[src/rtl/core/hsvc_pkg.sv]
package hsvc_pkg;

  // fixed-point constants
  localparam int unsigned FRAC_W     = 16;
  localparam int unsigned CHAN_W     = 8;
  localparam int unsigned SECTOR_W   = 3;
  localparam int unsigned CFG_ADDR_W = 2;
  localparam int unsigned CFG_DATA_W = 32;

  localparam logic [CHAN_W-1:0] FULL_SCALE = 8'd255;
  // 255 * 65536, full scale in q16
  localparam logic [23:0] FULL_SCALE_Q16 = 24'd16711680;

  // register addresses
  localparam logic [CFG_ADDR_W-1:0] ADDR_GRAY_TO_WHITE = 2'd0;

  // sector codes
  localparam logic [SECTOR_W-1:0] SECT_RED_RISE_GREEN = 3'd0;
  localparam logic [SECTOR_W-1:0] SECT_FALL_RED       = 3'd1;
  localparam logic [SECTOR_W-1:0] SECT_RISE_BLUE      = 3'd2;
  localparam logic [SECTOR_W-1:0] SECT_FALL_GREEN     = 3'd3;
  localparam logic [SECTOR_W-1:0] SECT_RISE_RED       = 3'd4;

  typedef struct packed {
    logic [15:0] hue;
    logic [7:0]  saturation;
    logic [7:0]  value_level;
    logic        pixel_on;
  } in_pixel_t;

  typedef struct packed {
    logic [7:0] red_out;
    logic [7:0] green_out;
    logic [7:0] blue_out;
    logic [7:0] white_out;
  } out_pixel_t;

  // channel levels handed from the arithmetic pipe to the output mux
  typedef struct packed {
    logic                valid;
    logic                gray;
    logic                pixel_on;
    logic [SECTOR_W-1:0] sector;
    logic [CHAN_W-1:0]   v;
    logic [CHAN_W-1:0]   p;
    logic [CHAN_W-1:0]   q;
    logic [CHAN_W-1:0]   t;
  } hsvc_levels_t;

  // floor(x / 255) for x <= 65279: reciprocal estimate, then one correction
  function automatic logic [CHAN_W-1:0] div255(input logic [15:0] x);
    logic [16:0] sum;
    logic [8:0]  q0;
    logic [16:0] back;
    logic [16:0] rem;
    logic [8:0]  q1;
    sum  = {1'b0, x} + {9'b0, x[15:8]};
    q0   = sum[16:8];
    back = {q0, 8'b0} - {8'b0, q0};
    rem  = {1'b0, x} - back;
    q1   = (rem >= 17'd255) ? q0 + 9'd1 : q0;
    return q1[CHAN_W-1:0];
  endfunction

endpackage

[src/rtl/core/hsvc_cfg.sv]
module hsvc_cfg
  import hsvc_pkg::*;
(
  input  logic                  clk,
  input  logic                  rst_n,
  input  logic                  psel,
  input  logic                  penable,
  input  logic                  pwrite,
  input  logic [CFG_ADDR_W-1:0] paddr,
  input  logic [CFG_DATA_W-1:0] pwdata,
  output logic [CFG_DATA_W-1:0] prdata,
  output logic                  pready,
  output logic                  gray_to_white
);

  logic gray_to_white_r;

  assign pready        = 1'b1;
  assign gray_to_white = gray_to_white_r;

  // register write in the access phase
  always_ff @(posedge clk) begin
    if (!rst_n) begin
      gray_to_white_r <= 1'b1;
    end else if (psel && penable && pwrite && (paddr == ADDR_GRAY_TO_WHITE)) begin
      gray_to_white_r <= pwdata[0];
    end
  end

  // read back
  always_comb begin
    prdata = '0;
    if (paddr == ADDR_GRAY_TO_WHITE) begin
      prdata[0] = gray_to_white_r;
    end
  end

endmodule

[src/rtl/core/hsvc_arith.sv]
module hsvc_arith
  import hsvc_pkg::*;
(
  input  logic         clk,
  input  logic         rst_n,
  input  logic         in_valid,
  input  in_pixel_t    in_pixel,
  input  logic         gray_to_white,
  output hsvc_levels_t levels
);

  // stage 1: sector split and p product
  logic                s1_valid_r;
  logic                s1_gray_r;
  logic                s1_on_r;
  logic [SECTOR_W-1:0] s1_sector_r;
  logic [FRAC_W-1:0]   s1_frac_r;
  logic [CHAN_W-1:0]   s1_sat_r;
  logic [CHAN_W-1:0]   s1_val_r;
  logic [15:0]         s1_pprod_r;
  logic [18:0]         h6;

  assign h6 = ({3'b0, in_pixel.hue} << 2) + ({3'b0, in_pixel.hue} << 1);

  always_ff @(posedge clk) begin
    if (!rst_n) begin
      s1_valid_r <= 1'b0;
    end else begin
      s1_valid_r <= in_valid;
    end
  end

  always_ff @(posedge clk) begin
    s1_gray_r   <= gray_to_white && (in_pixel.saturation == '0);
    s1_on_r     <= in_pixel.pixel_on;
    s1_sector_r <= h6[18:16];
    s1_frac_r   <= h6[15:0];
    s1_sat_r    <= in_pixel.saturation;
    s1_val_r    <= in_pixel.value_level;
    s1_pprod_r  <= {8'b0, in_pixel.value_level} * {8'b0, FULL_SCALE - in_pixel.saturation};
  end

  // stage 2: f * s product, p divided down
  logic                s2_valid_r;
  logic                s2_gray_r;
  logic                s2_on_r;
  logic [SECTOR_W-1:0] s2_sector_r;
  logic [CHAN_W-1:0]   s2_sat_r;
  logic [CHAN_W-1:0]   s2_val_r;
  logic [CHAN_W-1:0]   s2_p_r;
  logic [23:0]         s2_fs_r;

  always_ff @(posedge clk) begin
    if (!rst_n) begin
      s2_valid_r <= 1'b0;
    end else begin
      s2_valid_r <= s1_valid_r;
    end
  end

  always_ff @(posedge clk) begin
    s2_gray_r   <= s1_gray_r;
    s2_on_r     <= s1_on_r;
    s2_sector_r <= s1_sector_r;
    s2_sat_r    <= s1_sat_r;
    s2_val_r    <= s1_val_r;
    s2_p_r      <= div255(s1_pprod_r);
    s2_fs_r     <= {8'b0, s1_frac_r} * {16'b0, s1_sat_r};
  end

  // stage 3: q and t numerators scaled by v, q16 fraction dropped
  logic                s3_valid_r;
  logic                s3_gray_r;
  logic                s3_on_r;
  logic [SECTOR_W-1:0] s3_sector_r;
  logic [CHAN_W-1:0]   s3_val_r;
  logic [CHAN_W-1:0]   s3_p_r;
  logic [15:0]         s3_qy_r;
  logic [15:0]         s3_ty_r;
  logic [23:0]         q_num;
  logic [23:0]         t_num;
  logic [31:0]         q_prod;
  logic [31:0]         t_prod;

  assign q_num  = FULL_SCALE_Q16 - s2_fs_r;
  assign t_num  = FULL_SCALE_Q16 - {s2_sat_r, 16'b0} + s2_fs_r;
  assign q_prod = {24'b0, s2_val_r} * {8'b0, q_num};
  assign t_prod = {24'b0, s2_val_r} * {8'b0, t_num};

  always_ff @(posedge clk) begin
    if (!rst_n) begin
      s3_valid_r <= 1'b0;
    end else begin
      s3_valid_r <= s2_valid_r;
    end
  end

  always_ff @(posedge clk) begin
    s3_gray_r   <= s2_gray_r;
    s3_on_r     <= s2_on_r;
    s3_sector_r <= s2_sector_r;
    s3_val_r    <= s2_val_r;
    s3_p_r      <= s2_p_r;
    s3_qy_r     <= q_prod[31:16];
    s3_ty_r     <= t_prod[31:16];
  end

  // stage 4: q and t divided down
  hsvc_levels_t s4_r;

  always_ff @(posedge clk) begin
    if (!rst_n) begin
      s4_r.valid <= 1'b0;
    end else begin
      s4_r.valid <= s3_valid_r;
    end
    s4_r.gray     <= s3_gray_r;
    s4_r.pixel_on <= s3_on_r;
    s4_r.sector   <= s3_sector_r;
    s4_r.v        <= s3_val_r;
    s4_r.p        <= s3_p_r;
    s4_r.q        <= div255(s3_qy_r);
    s4_r.t        <= div255(s3_ty_r);
  end

  assign levels = s4_r;

endmodule

[src/rtl/core/hsvc_mux.sv]
module hsvc_mux
  import hsvc_pkg::*;
(
  input  logic         clk,
  input  logic         rst_n,
  input  hsvc_levels_t levels,
  output logic         out_strobe,
  output out_pixel_t   out_pixel
);

  logic       strobe_r;
  out_pixel_t pix_r;
  out_pixel_t pix_nxt;

  // sector routing, gate and gray-to-white override
  always_comb begin
    pix_nxt = '0;
    if (levels.gray) begin
      pix_nxt.white_out = levels.v;
    end else begin
      unique case (levels.sector)
        SECT_RED_RISE_GREEN: begin
          pix_nxt.red_out   = levels.v;
          pix_nxt.green_out = levels.t;
          pix_nxt.blue_out  = levels.p;
        end
        SECT_FALL_RED: begin
          pix_nxt.red_out   = levels.q;
          pix_nxt.green_out = levels.v;
          pix_nxt.blue_out  = levels.p;
        end
        SECT_RISE_BLUE: begin
          pix_nxt.red_out   = levels.p;
          pix_nxt.green_out = levels.v;
          pix_nxt.blue_out  = levels.t;
        end
        SECT_FALL_GREEN: begin
          pix_nxt.red_out   = levels.p;
          pix_nxt.green_out = levels.q;
          pix_nxt.blue_out  = levels.v;
        end
        SECT_RISE_RED: begin
          pix_nxt.red_out   = levels.t;
          pix_nxt.green_out = levels.p;
          pix_nxt.blue_out  = levels.v;
        end
        default: begin
          pix_nxt.red_out   = levels.v;
          pix_nxt.green_out = levels.p;
          pix_nxt.blue_out  = levels.q;
        end
      endcase
      if (!levels.pixel_on) begin
        pix_nxt.red_out   = '0;
        pix_nxt.green_out = '0;
        pix_nxt.blue_out  = '0;
      end
    end
  end

  // output register
  always_ff @(posedge clk) begin
    if (!rst_n) begin
      strobe_r <= 1'b0;
    end else begin
      strobe_r <= levels.valid;
    end
  end

  always_ff @(posedge clk) begin
    pix_r <= pix_nxt;
  end

  assign out_strobe = strobe_r;
  assign out_pixel  = pix_r;

endmodule

[src/rtl/core/hsv_to_rgbw_pixel_colorizer_top.sv]
// hsv to rgbw pixel colouriser: one pixel beat is taken every clock (busy is
// never raised) and its red, green, blue and white bytes appear on out_pixel
// with out_strobe high for one cycle. The pipe has five register stages
// (sector split, p divide, q/t multiplies, q/t divides, channel select);
// results cannot be held off, so the receiver must take every beat as it
// comes. The gray_to_white register sits at byte address 0 and should only
// be written while no pixel is in flight.
module hsv_to_rgbw_pixel_colorizer_top
  import hsvc_pkg::*;
(
  input  logic                  clk,
  input  logic                  rst_n,
  input  logic                  start,
  output logic                  busy,
  input  in_pixel_t             in_pixel,
  output logic                  out_strobe,
  output out_pixel_t            out_pixel,
  input  logic                  psel,
  input  logic                  penable,
  input  logic                  pwrite,
  input  logic [CFG_ADDR_W-1:0] paddr,
  input  logic [CFG_DATA_W-1:0] pwdata,
  output logic [CFG_DATA_W-1:0] prdata,
  output logic                  pready
);

  logic         gray_to_white;
  hsvc_levels_t levels;

  // pipe never stalls
  assign busy = 1'b0;

  hsvc_cfg u_cfg (
    .clk           (clk),
    .rst_n         (rst_n),
    .psel          (psel),
    .penable       (penable),
    .pwrite        (pwrite),
    .paddr         (paddr),
    .pwdata        (pwdata),
    .prdata        (prdata),
    .pready        (pready),
    .gray_to_white (gray_to_white)
  );

  hsvc_arith u_arith (
    .clk           (clk),
    .rst_n         (rst_n),
    .in_valid      (start && !busy),
    .in_pixel      (in_pixel),
    .gray_to_white (gray_to_white),
    .levels        (levels)
  );

  hsvc_mux u_mux (
    .clk        (clk),
    .rst_n      (rst_n),
    .levels     (levels),
    .out_strobe (out_strobe),
    .out_pixel  (out_pixel)
  );

endmodule
[config.mk]
export PLATFORM = sky130hd
export DESIGN_NAME = hsv_to_rgbw_pixel_colorizer_top
export DESIGN_NICKNAME = d
export VERILOG_FILES = /design/src/rtl/core/hsvc_pkg.sv /design/src/rtl/core/hsvc_cfg.sv /design/src/rtl/core/hsvc_arith.sv /design/src/rtl/core/hsvc_mux.sv /design/src/rtl/core/hsv_to_rgbw_pixel_colorizer_top.sv
export SDC_FILE = /design/constraint.sdc
export NUM_CORES = 1
export LEC_CHECK = 0
export BUFFER_PORTS_ARGS = -buffer_cell sky130_fd_sc_hd__buf_2
export CORE_ASPECT_RATIO = 0.75
export CORE_MARGIN = 2
export CORE_UTILIZATION = 65
export DETAILED_ROUTE_END_ITERATION = 8
export PLACE_DENSITY = 0.86
export SYNTH_ARGS = -nofsm -noshare
export SYNTH_HDL_FRONTEND = slang
export SYNTH_SLANG_ARGS = --single-unit
[constraint.sdc]
create_clock -name clk -period 17.4 [get_ports clk]
set_input_delay 1.74 -clock clk [delete_from_list [all_inputs] [get_ports clk]]
set_output_delay 1.74 -clock clk [all_outputs]
set_load 0.1 [all_outputs]
==> metrics.yaml <==
outcome:
  status: "finished, final reports clean"
routing:
  dr.pass1.iters: 8
  vias_per_cell: 5.69
  drtAntennaViolNets: 0
  drc: 0
  wire_per_inst_um: 16.7
  vias: 21600
  routed_wl_um: 63200
  drtIter0Drc: 1473
yosys:
  synth_edf_count: 0
  synth.distinct_cells: 81
  yosys.area.top_type: "fa_1"
  synth-seq-cells: 232
  ys.warnings.count: 0
  synth_top_area_share_pct: 25.8
  syn_inst: 3153
  syn_area_per_cell_sq_um: 8.98
  synthFlopType: "dfxtp_1"
  synthesis.area_sq_um: 28300
  ys_seq_area_share_pct: 16.4
  synthArstFlopShare_pct: 0
  netlist_top_cells_area: "fa_1 26%, dfxtp_1 16%, ha_1 15%"
clocking:
  cts.htree.levels: 1
  post_cts_buffers: 0
  numCtsBuffers: 25
  hold_buffers: 0
  cts_tree: "yes"
  clkTransAtPathRegs_ps: 60
  clk_latency_ps: 560
  root_buffer: "clkbuf_16"
  cts_buffer_depth: 3
  cts-resized-gates: 0
  cts.sinks: 232
global_routing:
  gr-usage-met1_pct: 37.8
  grt_use_met2_pct: 49.4
  antenna_found_initial: 0
  grt_pass1_wl_um: 107000
  grt_max_degree: 47
  grt_use_met3_pct: 5.11
  grt_pass1_vias: 22700
  gr-total-overflow: 0
  grt_busiest_layer: "met2"
  grt_usage_pct: 28.8
setup_path:
  cpLargestDelayFamily: "adder cells"
  cp_slowest_cell: "xnor2_1"
  critical_path_buf_inv_count: 3
  path_class: "reg -> reg"
  end_kind: "flop"
  critPathRequiredTime_ps: 17790
  critPathArrivalTime_ps: 8320
  start_kind: "flop"
  cpPeakStageDelay_ps: 920
  cpMostUsedCell: "fa_1"
  crit_fanout: 13
final_layout:
  layout-drive-gt1-share_pct: 4.86
  fill_cells: 3195
  finalNetCount: 3981
  n_antenna_cell: 0
  final_cell_area_sq_um: 29900
  areaGrowthSynthToFinish_pct: 5.49
die:
  coreArea_sq_um: 43200
  std_cell_rows: 66
  start_util_pct: 65.6
  dieArea_sq_um: 45300
  fp.dieH_um: 185
  num_io_pins: 140
  die_x_um: 245
sta:
  clock_skew_ps: 40.3
  rsz0062_at_grt: "false"
  relSlewSlack_pct: 20.3
  fin_tns_setup_ps: 0
  hold_viol: 0
  setup_viol: 0
  fin_crit_ps: 7930
  finalCritPeriodShare_pct: 45.6
  fmax_mhz: 126
  slew_viol_final: 0
  worstMarginPinSlew_ps: 1190
place:
  dp_hpwl_um: 49500
  placed_area_sq_um: 29100
  gp_congestion: 0.915
  port_buffers: 75
min_path:
  hold_path.class: "reg -> reg"
run:
  maxCapViolations: 0
-- cell families after synthesis --
group | after synthesis | share of synthesized area, %
muxes | 15 | 0.530
adders and majority gates | 713 | 41.2
xor gates and xnor gates | 176 | 5.47
buffers and inverters | 625 | 8.72
DFF | 232 | 16.4
and+or+nand+nor | 1016 | 18.6
other | 2 | 0.0265
AOI/OAI and AO/OA | 374 | 9.04
-- per-layer routing --
layer  up-vias  wire (um)  part of all wire, %
met5         -          0                    0
met4         0       1240                  2.0
met3       126       4860                  7.7
met2       789      30300                   48
met1     10600      26800                   42
li1      10100          -                    -
-- synth_stat cells (all sizes together), types with 5 or more instances --
library cell / n
inv: 522
fa: 365
ha: 348
nand2: 267
dfxtp: 232
and2: 227
nor2: 163
xnor2: 151
nor2b: 141
a21oi: 114
clkbuf: 69
o21ai: 68
nand2b: 54
a21o: 37
buf: 34
nor3: 34
nand3: 31
nand4: 26
xor2: 25
and3: 22
a221oi: 21
mux2i: 15
o21a: 14
a31oi: 11
nor3b: 11
a211oi: 10
a22oi: 10
a311oi: 9
nor4: 9
o21bai: 9
a21boi: 7
o2111ai: 7
or2: 7
or3: 7
a2111oi: 6
o211ai: 6
o22ai: 6
or4: 5
-- layout by cell type, fill, tap and decap left out, types with 5 or more instances in the layout --
| cell type | netlist | layout |
|---|---|---|
| a22oi_1 | 10 | 10 |
| nand2b_1 | 54 | 54 |
| fa_1 | 365 | 365 |
| and3_1 | 22 | 22 |
| or3_1 | 7 | 7 |
| a2111oi_0 | 5 | 5 |
| nor4_1 | 8 | 8 |
| ha_1 | 348 | 348 |
| nand2_1 | 267 | 267 |
| o21ai_0 | 66 | 66 |
| a211oi_1 | 10 | 10 |
| clkinv_2 | 0 | 9 |
| a221oi_1 | 20 | 20 |
| nand4_1 | 24 | 24 |
| o21a_1 | 14 | 14 |
| a311oi_1 | 8 | 8 |
| nor3_1 | 33 | 33 |
| a21oi_1 | 113 | 113 |
| or2_2 | 7 | 7 |
| inv_1 | 522 | 522 |
| o22ai_1 | 6 | 6 |
| and2_1 | 227 | 227 |
| clkbuf_16 | 0 | 25 |
| conb_1 | 2 | 33 |
| a21boi_0 | 7 | 7 |
| nor2b_1 | 141 | 141 |
| nor2_1 | 163 | 163 |
| xnor2_1 | 150 | 150 |
| mux2i_1 | 15 | 15 |
| xor2_1 | 25 | 25 |
| nand3_1 | 31 | 31 |
| a31oi_1 | 11 | 11 |
| buf_2 | 0 | 75 |
| o21bai_1 | 9 | 9 |
| a21o_1 | 37 | 37 |
| dfxtp_1 | 232 | 232 |
| buf_4 | 33 | 12 |
| nor3b_1 | 11 | 11 |
| o211ai_1 | 6 | 6 |
-- registers in the layout, indices dropped and copies added (netlist names), 8 cells and up --
register and cells:
u_arith.s3_ty_r 16, u_arith.s1_frac_r 15, u_arith.levels 38, u_arith.s3_p_r 8, u_arith.s1_val_r 8, u_arith.s1_sat_r 8, u_arith.s3_qy_r 16, u_arith.s2_fs_r 23
u_arith.s2_sat_r 8, u_arith.s2_val_r 8, u_arith.s1_pprod_r 16, u_mux.out_pixel 32, u_arith.s3_val_r 8, u_arith.s2_p_r 8
-- through the flow --
| step | instances | worst slack [ps] | hold WS, ps | util (%) |
|---|---|---|---|---|
| 3_3_place_gp | 3746 | 9960 | 310 | 67.4 |
| 4_1_cts | 3790 | 9600 | 322 | 69.2 |
| 2_1_floorplan | 3184 | 11080 | 310 | - |
| 3_5_place_dp | 3746 | 9640 | 312 | 67.4 |
| 5_1_grt | 3790 | 8870 | 321 | 69.2 |
| 6_report | 3790 | 9470 | 322 | 69.2 |
-- cell type report --
class,count,area (sq um),share of cell area (%)
Inverter,522,1960,6.56
Tap cell,578,723,2.42
Timing Repair Buffer,87,465,1.56
Sequential cell,232,4640,15.5
Clock inverter,16,114,0.381
Clock buffer,28,647,2.16
Multi-Input combinational cell,2327,21300,71.4
-- final timing paths --
check | to | slack, ps | from | cells past startpoint
hold / removal | u_arith.s2_val_r[0] | 320 | u_arith.s1_val_r[0] | 0
hold reg to reg | u_arith.s2_val_r[0] | 320 | u_arith.s1_val_r[0] | 0
setup / recovery | u_arith.s3_ty_r[14] | 9470 | u_arith.s2_fs_r[1] | 25
setup reg to reg | u_arith.s3_ty_r[14] | 9470 | u_arith.s2_fs_r[1] | 25
-- worst register-to-register path, cell delays in order, from the launching register on --
cell and delay (ps):
dfxtp_1 630, inv_1 90, ha_1 470, o21bai_1 190
a21oi_1 120, o21ai_0 280, o211ai_1 190, o311a_1 330
xnor2_1 920, nor2b_1 160, fa_1 540, fa_1 470
fa_1 510, inv_1 50, fa_1 490, inv_1 40
ha_1 200, or3_1 370, a221oi_1 290, a31oi_1 220
a22o_1 300, a21oi_1 210, a31oi_1 190, and2_1 230
o21ai_0 190, a221oi_1 100
Power is left out: the tool's default activity adds up to more than one toggle a clock period on the data nets, which glitch-free logic cannot reach.
